$ cat src/design/ictf_pkg.sv
package ictf_pkg;
  localparam int unsigned CordicStepsDefault = 16;
  localparam int unsigned AngleFracBitsDefault = 8;
  localparam int unsigned StepMax = 32;
  localparam logic [15:0] BlendGainReset = 16'd64225;
  localparam logic [19:0] SamplePeriodReset = 20'd10486;
  localparam logic [15:0] InvGain = 16'd39797;
  localparam int unsigned CfgIdxW = 1;
  localparam logic [CfgIdxW-1:0] CfgBlendGain = 1'b0;
  localparam logic [CfgIdxW-1:0] CfgSamplePeriod = 1'b1;

  // CORDIC vector components: 17-bit sums scaled by 2^14 plus growth headroom.
  localparam int unsigned CordW = 36;
  localparam int unsigned AngW = 28;

  function automatic logic [AngW-1:0] atan_deg_q16(input logic [4:0] i);
    logic [AngW-1:0] r;
    case (i)
      5'd0: r = 28'd2949120;
      5'd1: r = 28'd1740967;
      5'd2: r = 28'd919879;
      5'd3: r = 28'd466945;
      5'd4: r = 28'd234379;
      5'd5: r = 28'd117304;
      5'd6: r = 28'd58666;
      5'd7: r = 28'd29335;
      5'd8: r = 28'd14668;
      5'd9: r = 28'd7334;
      5'd10: r = 28'd3667;
      5'd11: r = 28'd1833;
      5'd12: r = 28'd917;
      5'd13: r = 28'd458;
      5'd14: r = 28'd229;
      5'd15: r = 28'd115;
      5'd16: r = 28'd57;
      5'd17: r = 28'd29;
      5'd18: r = 28'd14;
      5'd19: r = 28'd7;
      5'd20: r = 28'd4;
      5'd21: r = 28'd2;
      5'd22: r = 28'd1;
      default: r = '0;
    endcase
    return r;
  endfunction
endpackage

$ cat src/design/ictf_cordic.sv
module ictf_cordic import ictf_pkg::*; #(
  parameter int unsigned CordicSteps = CordicStepsDefault
) (
  input  logic                     clk_i,
  input  logic                     rst_ni,
  input  logic                     start_i,
  input  logic signed [CordW-1:0]  x_i,
  input  logic signed [CordW-1:0]  y_i,
  output logic                     done_o,
  output logic signed [AngW-1:0]   ang_o,
  output logic signed [CordW-1:0]  mag_o
);
  localparam int unsigned Steps = (CordicSteps > StepMax) ? StepMax : CordicSteps;

  logic signed [CordW-1:0] x_q, x_d, y_q, y_d;
  logic signed [AngW-1:0] z_q, z_d;
  logic [5:0] cnt_q, cnt_d;
  logic busy_q, busy_d, done_q, done_d;
  logic signed [CordW-1:0] xs, ys;

  // One micro-rotation per cycle through a barrel shift of the step count.
  assign xs = x_q >>> cnt_q[4:0];
  assign ys = y_q >>> cnt_q[4:0];

  always_comb begin
    x_d = x_q; y_d = y_q; z_d = z_q; cnt_d = cnt_q; busy_d = busy_q; done_d = 1'b0;
    if (start_i) begin
      cnt_d = '0;
      if (x_i == '0 && y_i == '0) begin
        x_d = '0; y_d = '0; z_d = '0; busy_d = 1'b0; done_d = 1'b1;
      end else if (x_i < 0) begin
        x_d = -x_i; y_d = -y_i;
        z_d = (y_i >= 0) ? AngW'(180 * 65536) : -AngW'(180 * 65536);
        busy_d = 1'b1;
      end else begin
        x_d = x_i; y_d = y_i; z_d = '0; busy_d = 1'b1;
      end
    end else if (busy_q) begin
      if (y_q >= 0) begin
        x_d = x_q + ys; y_d = y_q - xs; z_d = z_q + $signed(atan_deg_q16(cnt_q[4:0]));
      end else begin
        x_d = x_q - ys; y_d = y_q + xs; z_d = z_q - $signed(atan_deg_q16(cnt_q[4:0]));
      end
      cnt_d = cnt_q + 6'd1;
      if (cnt_q == 6'(Steps - 1)) begin
        busy_d = 1'b0; done_d = 1'b1;
      end
    end
  end

  always_ff @(posedge clk_i or negedge rst_ni) begin
    if (!rst_ni) begin
      busy_q <= 1'b0; done_q <= 1'b0; cnt_q <= '0;
    end else begin
      busy_q <= busy_d; done_q <= done_d; cnt_q <= cnt_d;
    end
  end

  always_ff @(posedge clk_i) begin
    x_q <= x_d; y_q <= y_d; z_q <= z_d;
  end

  assign done_o = done_q;
  assign ang_o = z_q;
  assign mag_o = x_q;
endmodule

$ cat config.mk
export PLATFORM = sky130hd
export DESIGN_NAME = ictf_cordic
export DESIGN_NICKNAME = d
export VERILOG_FILES = /design/src/design/ictf_pkg.sv /design/src/design/ictf_cordic.sv
export SDC_FILE = /design/constraint.sdc
export NUM_CORES = 1
export LEC_CHECK = 0
export ABC_AREA = 1
export BUFFER_PORTS_ARGS = -buffer_cell sky130_fd_sc_hd__buf_2
export CORE_ASPECT_RATIO = 0.75
export CORE_MARGIN = 2
export CORE_UTILIZATION = 45
export CTS_BUF_LIST = sky130_fd_sc_hd__clkbuf_16
export DETAILED_ROUTE_END_ITERATION = 8
export GPL_ROUTABILITY_DRIVEN = 0
export MAX_ROUTING_LAYER = met4
export PLACE_DENSITY = 0.65
export SYNTH_ARGS = -nofsm -noshare
export SYNTH_HDL_FRONTEND = slang
export SYNTH_SLANG_ARGS = --single-unit
$ cat constraint.sdc
create_clock -name clk_i -period 4.1 [get_ports clk_i]
set_input_delay 0 -clock clk_i [delete_from_list [all_inputs] [get_ports clk_i]]
set_output_delay 0 -clock clk_i [all_outputs]
set_load 0.1 [all_outputs]
==> results.py, run 1 <==
metrics = {
    "routing": {
        "drt_wl_total_mm": 75.0,
        "route.met3.wl_mm": 7.67,
        "drt_first_pass_iters": 7,
        "top_layer": "met4",
        "wl_met1_mm": 32.2,
        "route.vias.total": 24227,
        "dr.first_iter.drc_count": 3206,
        "wl_per_cell_um": 17.8,
        "post-route-drc-count": 0,
        "ant_nets": 0,
        "via_per_inst": 5.74,
        "met2_wirelength_mm": 32.5,
    },
    "logic_synthesis": {
        "synth_warnings": 0,
        "synth_flop_cell": "edfxtp_1",
        "netlist_area_mm2": 0.0179,
        "combinational_family_with_the_most_area_after_synthesis": "simple AND/OR/NAND/NOR gates",
        "share_of_the_synthesized_area_in_the_top_cell_type_pct": 19.1,
        "yosys.area_share.simple_pct": 42.3,
        "post_synth_main_area_contributors": "nand2_1, edfxtp_1, nand3_1",
        "synth_compound_gate_area_share_pct": 16.0,
        "synth_enable_flop_cells": 100,
        "yosys-mux-area-fraction_pct": 0.0559,
        "arithmetic_cell_share_of_the_synthesized_area_counting_full_adders_half_adders_and_majority_gates_pct": 8.01,
        "synthesis.instances": 2992,
        "post_synth_num_cell_types": 60,
        "synth.ff_latch_count": 108,
        "synth-seq-area-share_pct": 17.9,
        "syn-num-nets": 3180,
        "xor_xnor_share_of_the_synthesized_area_pct": 7.09,
        "postSynthAreaPerCell_um2": 5.99,
        "synth-async-reset-ratio_pct": 7.41,
        "synth_largest_area_cell": "nand2_1",
    },
    "clock_network": {
        "clockRootBuffer": "clkbuf_16",
        "cts-buffers-inserted": 9,
        "cts.reportedPaths.clkPinSlew_ns": 0.09,
        "tritoncts": "built",
        "ctsHtreeMaxLevel": 3,
        "cts_buffer_depth": 2,
        "clk-insertion-delay-late_ns": 0.40,
        "clkSinkCount": 108,
    },
    "global_routing": {
        "grt_pass1_vias": 21849,
        "globalRouteTotalUtil_pct": 35.2,
        "grt_first_pass_wirelength_mm": 113,
        "grt_max_degree": 103,
        "global_route.overflow_total": 0,
        "antenna_found_initial": 1,
    },
    "placed_design": {
        "place.port_buffers": 139,
        "dpl.cell_count": 4156,
        "hpwl_mm": 58.1,
    },
    "timing": {
        "period_minus_slack_ns": 4.73,
        "worstMarginPinSlew_ns": 1.05,
        "final_max_slew_viol_count": 0,
        "finalWorstSetupSlack_ns": -0.629,
        "fin_hold_ws_ns": 0.00821,
        "fmaxAchievable_mhz": 211,
        "post-route-period-util_pct": 115,
        "hold_violations": 0,
        "rsz0062_at_grt": "yes",
        "setup_viol_count_final": 59,
        "maxSlewHeadroom_pct": 30.2,
        "finClkSkew_ns": 0.0146,
    },
    "floorplan": {
        "die_ar_mm2": 0.0415,
        "floorplan.die.height_um": 177,
        "std_cell_rows": 63,
        "design.portCount": 140,
        "starting_density_of_the_core_pct": 45.5,
        "core_area_mm2": 0.0394,
        "dieWidth_um": 234,
    },
    "layout": {
        "final-seq-area_mm2": 0.00321,
        "final-instance-count-excl-fill": 4221,
        "nNetsFinal": 3883,
        "layout-drive-gt1-share_pct": 33.1,
        "multi_input_comb_area_mm2": 0.0149,
        "postLayoutCoreUtil_pct": 65.6,
        "most-common-layout-cells": "nand2_1, buf_4, nand3_1",
        "final_common_cell": "nand2_1",
        "areaGrowthSynthToFinish_pct": 44.3,
        "n_fill_cell": 3447,
    },
    "worst_hold_path": {
        "timing.hold.worst.class": "input pin to flop",
    },
    "setup_path": {
        "startpoint_type": "flop",
        "worstSetupPathType": "flop to flop",
        "required_ns": 4.25,
        "end_kind": "flop",
        "critPathArrivalTime_ns": 4.88,
        "crit_fanout": 9,
    },
    "status": {
        "failing_checks": "negative setup slack",
        "outcome": "finished, violations left",
    },
    "flow_run": {
        "max_cap_viol_count": 0,
    },
}
==> cells by family after synthesis <==
kind of cell / after synthesis
buffers and inverters: 353
XOR/XNOR: 145
multiplexers: 1
flip-flops: 108
AO/OA/AOI/OAI: 509
adder cells (fa/ha/maj): 113
AND/OR/NAND/NOR: 1763
==> synth_stat cells (9+ instances only) <==
cell        n
nand2_1   913
nand3_1   443
nor2_1    260
inv_1     226
a21oi_1   195
o21ai_0   186
ha_1      110
edfxtp_1  100
xor2_1    100
xnor2_1    45
nor3_1     35
buf_2      34
clkbuf_1   34
nand4_1    22
buf_1      21
buf_6      20
nand2_2    20
a31oi_1    15
nor2_2     14
nor4_1     14
or2_2      14
o31ai_1    13
o21bai_1   12
o22ai_1    12
a21o_1     11
o21ai_1    11
a21oi_2    10
inv_2       9
nand3b_1    9
==> layer usage <==
layer,up-vias,GRT usage (%)
met5,-,-
met1,11192,48.8
met2,1331,52.7
met4,0,10.9
li1,11498,-
met3,206,5.28
==> flip-flops by register name, summed over array words and instances, names as in the netlist <==
| register | cells |
|---|---|
| ang_o | 28 |
| busy_q | 1 |
| y_q | 36 |
| done_o | 1 |
| mag_o | 36 |
| cnt_q | 6 |
==> final timing paths <==
check,startpoint,to,slack [ns],cells past startpoint
min in group asynchronous,rst_ni,cnt_q[2],0.03,2
worst min-delay path,y_i[34],y_q[34],0.008,4
worst min register to register,cnt_q[5],cnt_q[5],0.55,2
worst max-delay path,cnt_q[0],mag_o[34],-0.63,27
max in group asynchronous,rst_ni,cnt_q[0],3.87,2
worst max register to register,cnt_q[0],mag_o[34],-0.63,27
==> per-stage QoR <==
stage	TNS [ns]	area [um^2]	setup WS, ns
after CTS	-10.62	24500	-0.461
final	-18.11	25900	-0.629
after detailed placement	-23.10	23500	-0.720
after floorplan	-0.0580	18000	-0.0311
after global placement	-17.71	23500	-0.644
after global routing	-33.47	25900	-0.812
==> area by class of cell <==
class | instances | area share [%]
antenna | 1 | 0.00967
inverter | 239 | 3.55
multi-input combinational | 2531 | 57.5
tap | 520 | 2.51
timing repair inverter | 1 | 0.0339
timing repair buffer | 805 | 23.0
sequential | 108 | 12.4
clock inverter | 7 | 0.169
clock buffer | 9 | 0.871
==> timing repair <==
item,4_1_cts,5_1_grt
hold buffers,7,0
endpoints found under the setup margin,65,75
gates cloned,0,3
hold endpoints to repair,14,0
setup buffers,16,22
gates resized for setup,148,259
pin swaps,32,69
==> worst max-delay path: stages, from the launching register on <==
cell and delay, ns:
dfrtp_2 0.50, buf_4 0.19, clkbuf_16 0.17, nand2_1 0.08
nand3_1 0.14, nand3_1 0.14, buf_4 0.11, nand2_1 0.05
nand2_1 0.06, nand2_1 0.10, a21oi_2 0.24, nand2_2 0.11
nor2_1 0.15, nand4_1 0.21, o21ai_2 0.24, xnor2_1 0.15
buf_4 0.15, ha_1 0.24, buf_4 0.16, inv_1 0.04
o21ai_0 0.11, a31oi_1 0.30, o221ai_2 0.20, a31oi_2 0.23
nand3_2 0.16, nor2_1 0.10, nand3b_1 0.11, nand2_1 0.05
Power of run 1 is left out: the tool's default activity adds up to more than one toggle a clock period on the data nets, which glitch-free logic cannot reach.
==> inputs of run 2 (changes only) <==
--- a/config.mk
+++ b/config.mk
@@ -9,12 +9,11 @@
 export BUFFER_PORTS_ARGS = -buffer_cell sky130_fd_sc_hd__buf_2
 export CORE_ASPECT_RATIO = 0.75
 export CORE_MARGIN = 2
-export CORE_UTILIZATION = 45
+export CORE_UTILIZATION = 25
 export CTS_BUF_LIST = sky130_fd_sc_hd__clkbuf_16
 export DETAILED_ROUTE_END_ITERATION = 8
 export GPL_ROUTABILITY_DRIVEN = 0
 export MAX_ROUTING_LAYER = met4
-export PLACE_DENSITY = 0.65
 export SYNTH_ARGS = -nofsm -noshare
 export SYNTH_HDL_FRONTEND = slang
 export SYNTH_SLANG_ARGS = --single-unit
==> results.py, run 2 (synthesized netlist as in run 1, its figures left out) <==
metrics = {
    "routing": {
        "post-route-drc-count": 0,
        "drt_wl_total_mm": 78.3,
        "ant_nets": 0,
        "via_per_inst": 4.96,
        "wl_per_cell_um": 16.6,
        "drt_first_pass_iters": 6,
        "route.vias.total": 23364,
        "dr.first_iter.drc_count": 2210,
    },
    "placed_design": {
        "place.port_buffers": 139,
        "hpwl_mm": 60.7,
    },
    "worst_hold_path": {
        "timing.hold.worst.class": "input pin to asynchronous set/reset pin",
    },
    "floorplan": {
        "floorplan.die.height_um": 236,
        "die_ar_mm2": 0.0739,
        "starting_density_of_the_core_pct": 25.4,
        "core_area_mm2": 0.0705,
        "std_cell_rows": 84,
        "design.portCount": 140,
        "dieWidth_um": 313,
    },
    "layout": {
        "most-common-layout-cells": "nand2_1, buf_4, nand3_1",
        "final-seq-area_mm2": 0.00321,
        "multi_input_comb_area_mm2": 0.0159,
        "nNetsFinal": 3949,
        "n_fill_cell": 7260,
        "final_common_cell": "nand2_1",
        "antennaDiodeCount": 0,
        "postLayoutCoreUtil_pct": 39.9,
        "layout-drive-gt1-share_pct": 39.3,
        "areaGrowthSynthToFinish_pct": 56.9,
    },
    "global_routing": {
        "antenna_found_initial": 0,
        "grt_max_degree": 60,
        "globalRouteTotalUtil_pct": 20.7,
        "grt_pass1_vias": 21265,
        "global_route.overflow_total": 0,
        "grt_first_pass_wirelength_mm": 119,
    },
    "status": {
        "failing_checks": "negative setup slack",
        "outcome": "finished, violations left",
    },
    "timing": {
        "setup_viol_count_final": 45,
        "fmaxAchievable_mhz": 219,
        "post-route-period-util_pct": 112,
        "finalWorstSetupSlack_ns": -0.473,
        "hold_violations": 0,
        "final_max_slew_viol_count": 0,
        "maxSlewHeadroom_pct": 34.2,
        "period_minus_slack_ns": 4.57,
        "finClkSkew_ns": 0.0151,
        "worstMarginPinSlew_ns": 0.978,
        "rsz0062_at_grt": "yes",
    },
    "clock_network": {
        "ctsHtreeMaxLevel": 3,
        "cts_buffer_depth": 2,
        "cts.reportedPaths.clkPinSlew_ns": 0.09,
        "clk-insertion-delay-late_ns": 0.42,
        "cts-buffers-inserted": 9,
        "tritoncts": "built",
        "clockRootBuffer": "clkbuf_16",
        "clkSinkCount": 108,
    },
    "flow_run": {
        "max_cap_viol_count": 0,
    },
    "setup_path": {
        "startpoint_type": "flop",
        "cp-startpoint": "cnt_q[0]",
        "required_ns": 4.26,
        "crit_fanout": 13,
        "timing.reg2reg.setup_slack_ns": -0.47,
        "end_kind": "flop",
        "worstSetupPathType": "flop to flop",
        "worstReg2RegStart": "cnt_q[0]",
        "critPathArrivalTime_ns": 4.74,
    },
}
run 2: stage by stage:
stage          setup slack [ns]  std cells  area [um^2]  TNS (ns)  hold slack, ns
2_1_floorplan           -0.0311       2992        18000   -0.0580          -0.296
3_3_place_gp             -0.678       4575        24100    -15.91          -0.128
3_5_place_dp             -0.756       4575        24100    -19.65          -0.128
4_1_cts                  -0.262       4666        26300     -4.28        0.000597
5_1_grt                  -0.646       4712        28100    -22.71          0.0190
6_report                 -0.473       4712        28100     -9.89         0.00118
run 2: per-layer routing:
layer	global-route usage [%]	share of wire (%)	up-vias
met3	3.05	7.1	81
met1	29.7	48	10822
met2	31.0	43	814
met4	3.20	1.6	0
li1	-	-	11647
met5	-	0	-
run 2: path summary, 6_finish.rpt:
path,cells after the start,endpoint
setup reg to reg,27,mag_o[32]
hold / removal,2,cnt_q[4]
setup / recovery,27,mag_o[32]
min in group clk_i,3,y_q[4]
max in group asynchronous,2,cnt_q[1]
hold reg to reg,2,cnt_q[5]
run 2: final cells by class:
type	count	share of cell area (%)
tap	946	4.21
multi-input combinational	2531	56.4
inverter	239	3.25
sequential	108	11.4
timing repair buffer	872	23.8
clock inverter	7	0.120
clock buffer	9	0.801
run 2: what timing repair did:
action / in CTS / in global routing
hold buffers: 21 / 0
setup buffers: 52 / 46
pin swaps: 55 / 155
resized for setup: 326 / 344
cloned: 2 / 2
setup endpoints to repair: 60 / 70
hold endpoints to repair: 28 / 0
run 2: worst max-delay path, cell delays in order (launching register included):
cell       delay, ns
dfrtp_2         0.49
buf_6           0.17
clkbuf_16       0.18
nand2_2         0.09
nand3_2         0.09
nand3_2         0.09
nand2_2         0.08
a21oi_4         0.20
buf_6           0.12
buf_4           0.09
nand4_1         0.20
nor2_4          0.18
nand2_2         0.08
nor2_4          0.14
nand2_2         0.09
nand2_4         0.10
buf_6           0.11
xor2_2          0.06
ha_1            0.34
buf_4           0.14
nand2_2         0.09
o21ai_0         0.36
a21oi_1         0.16
o221ai_2        0.19
a21o_1          0.12
a21oi_1         0.06
o21ai_1         0.16
o21ai_2         0.12
Power of run 2 is left out for the same reason.
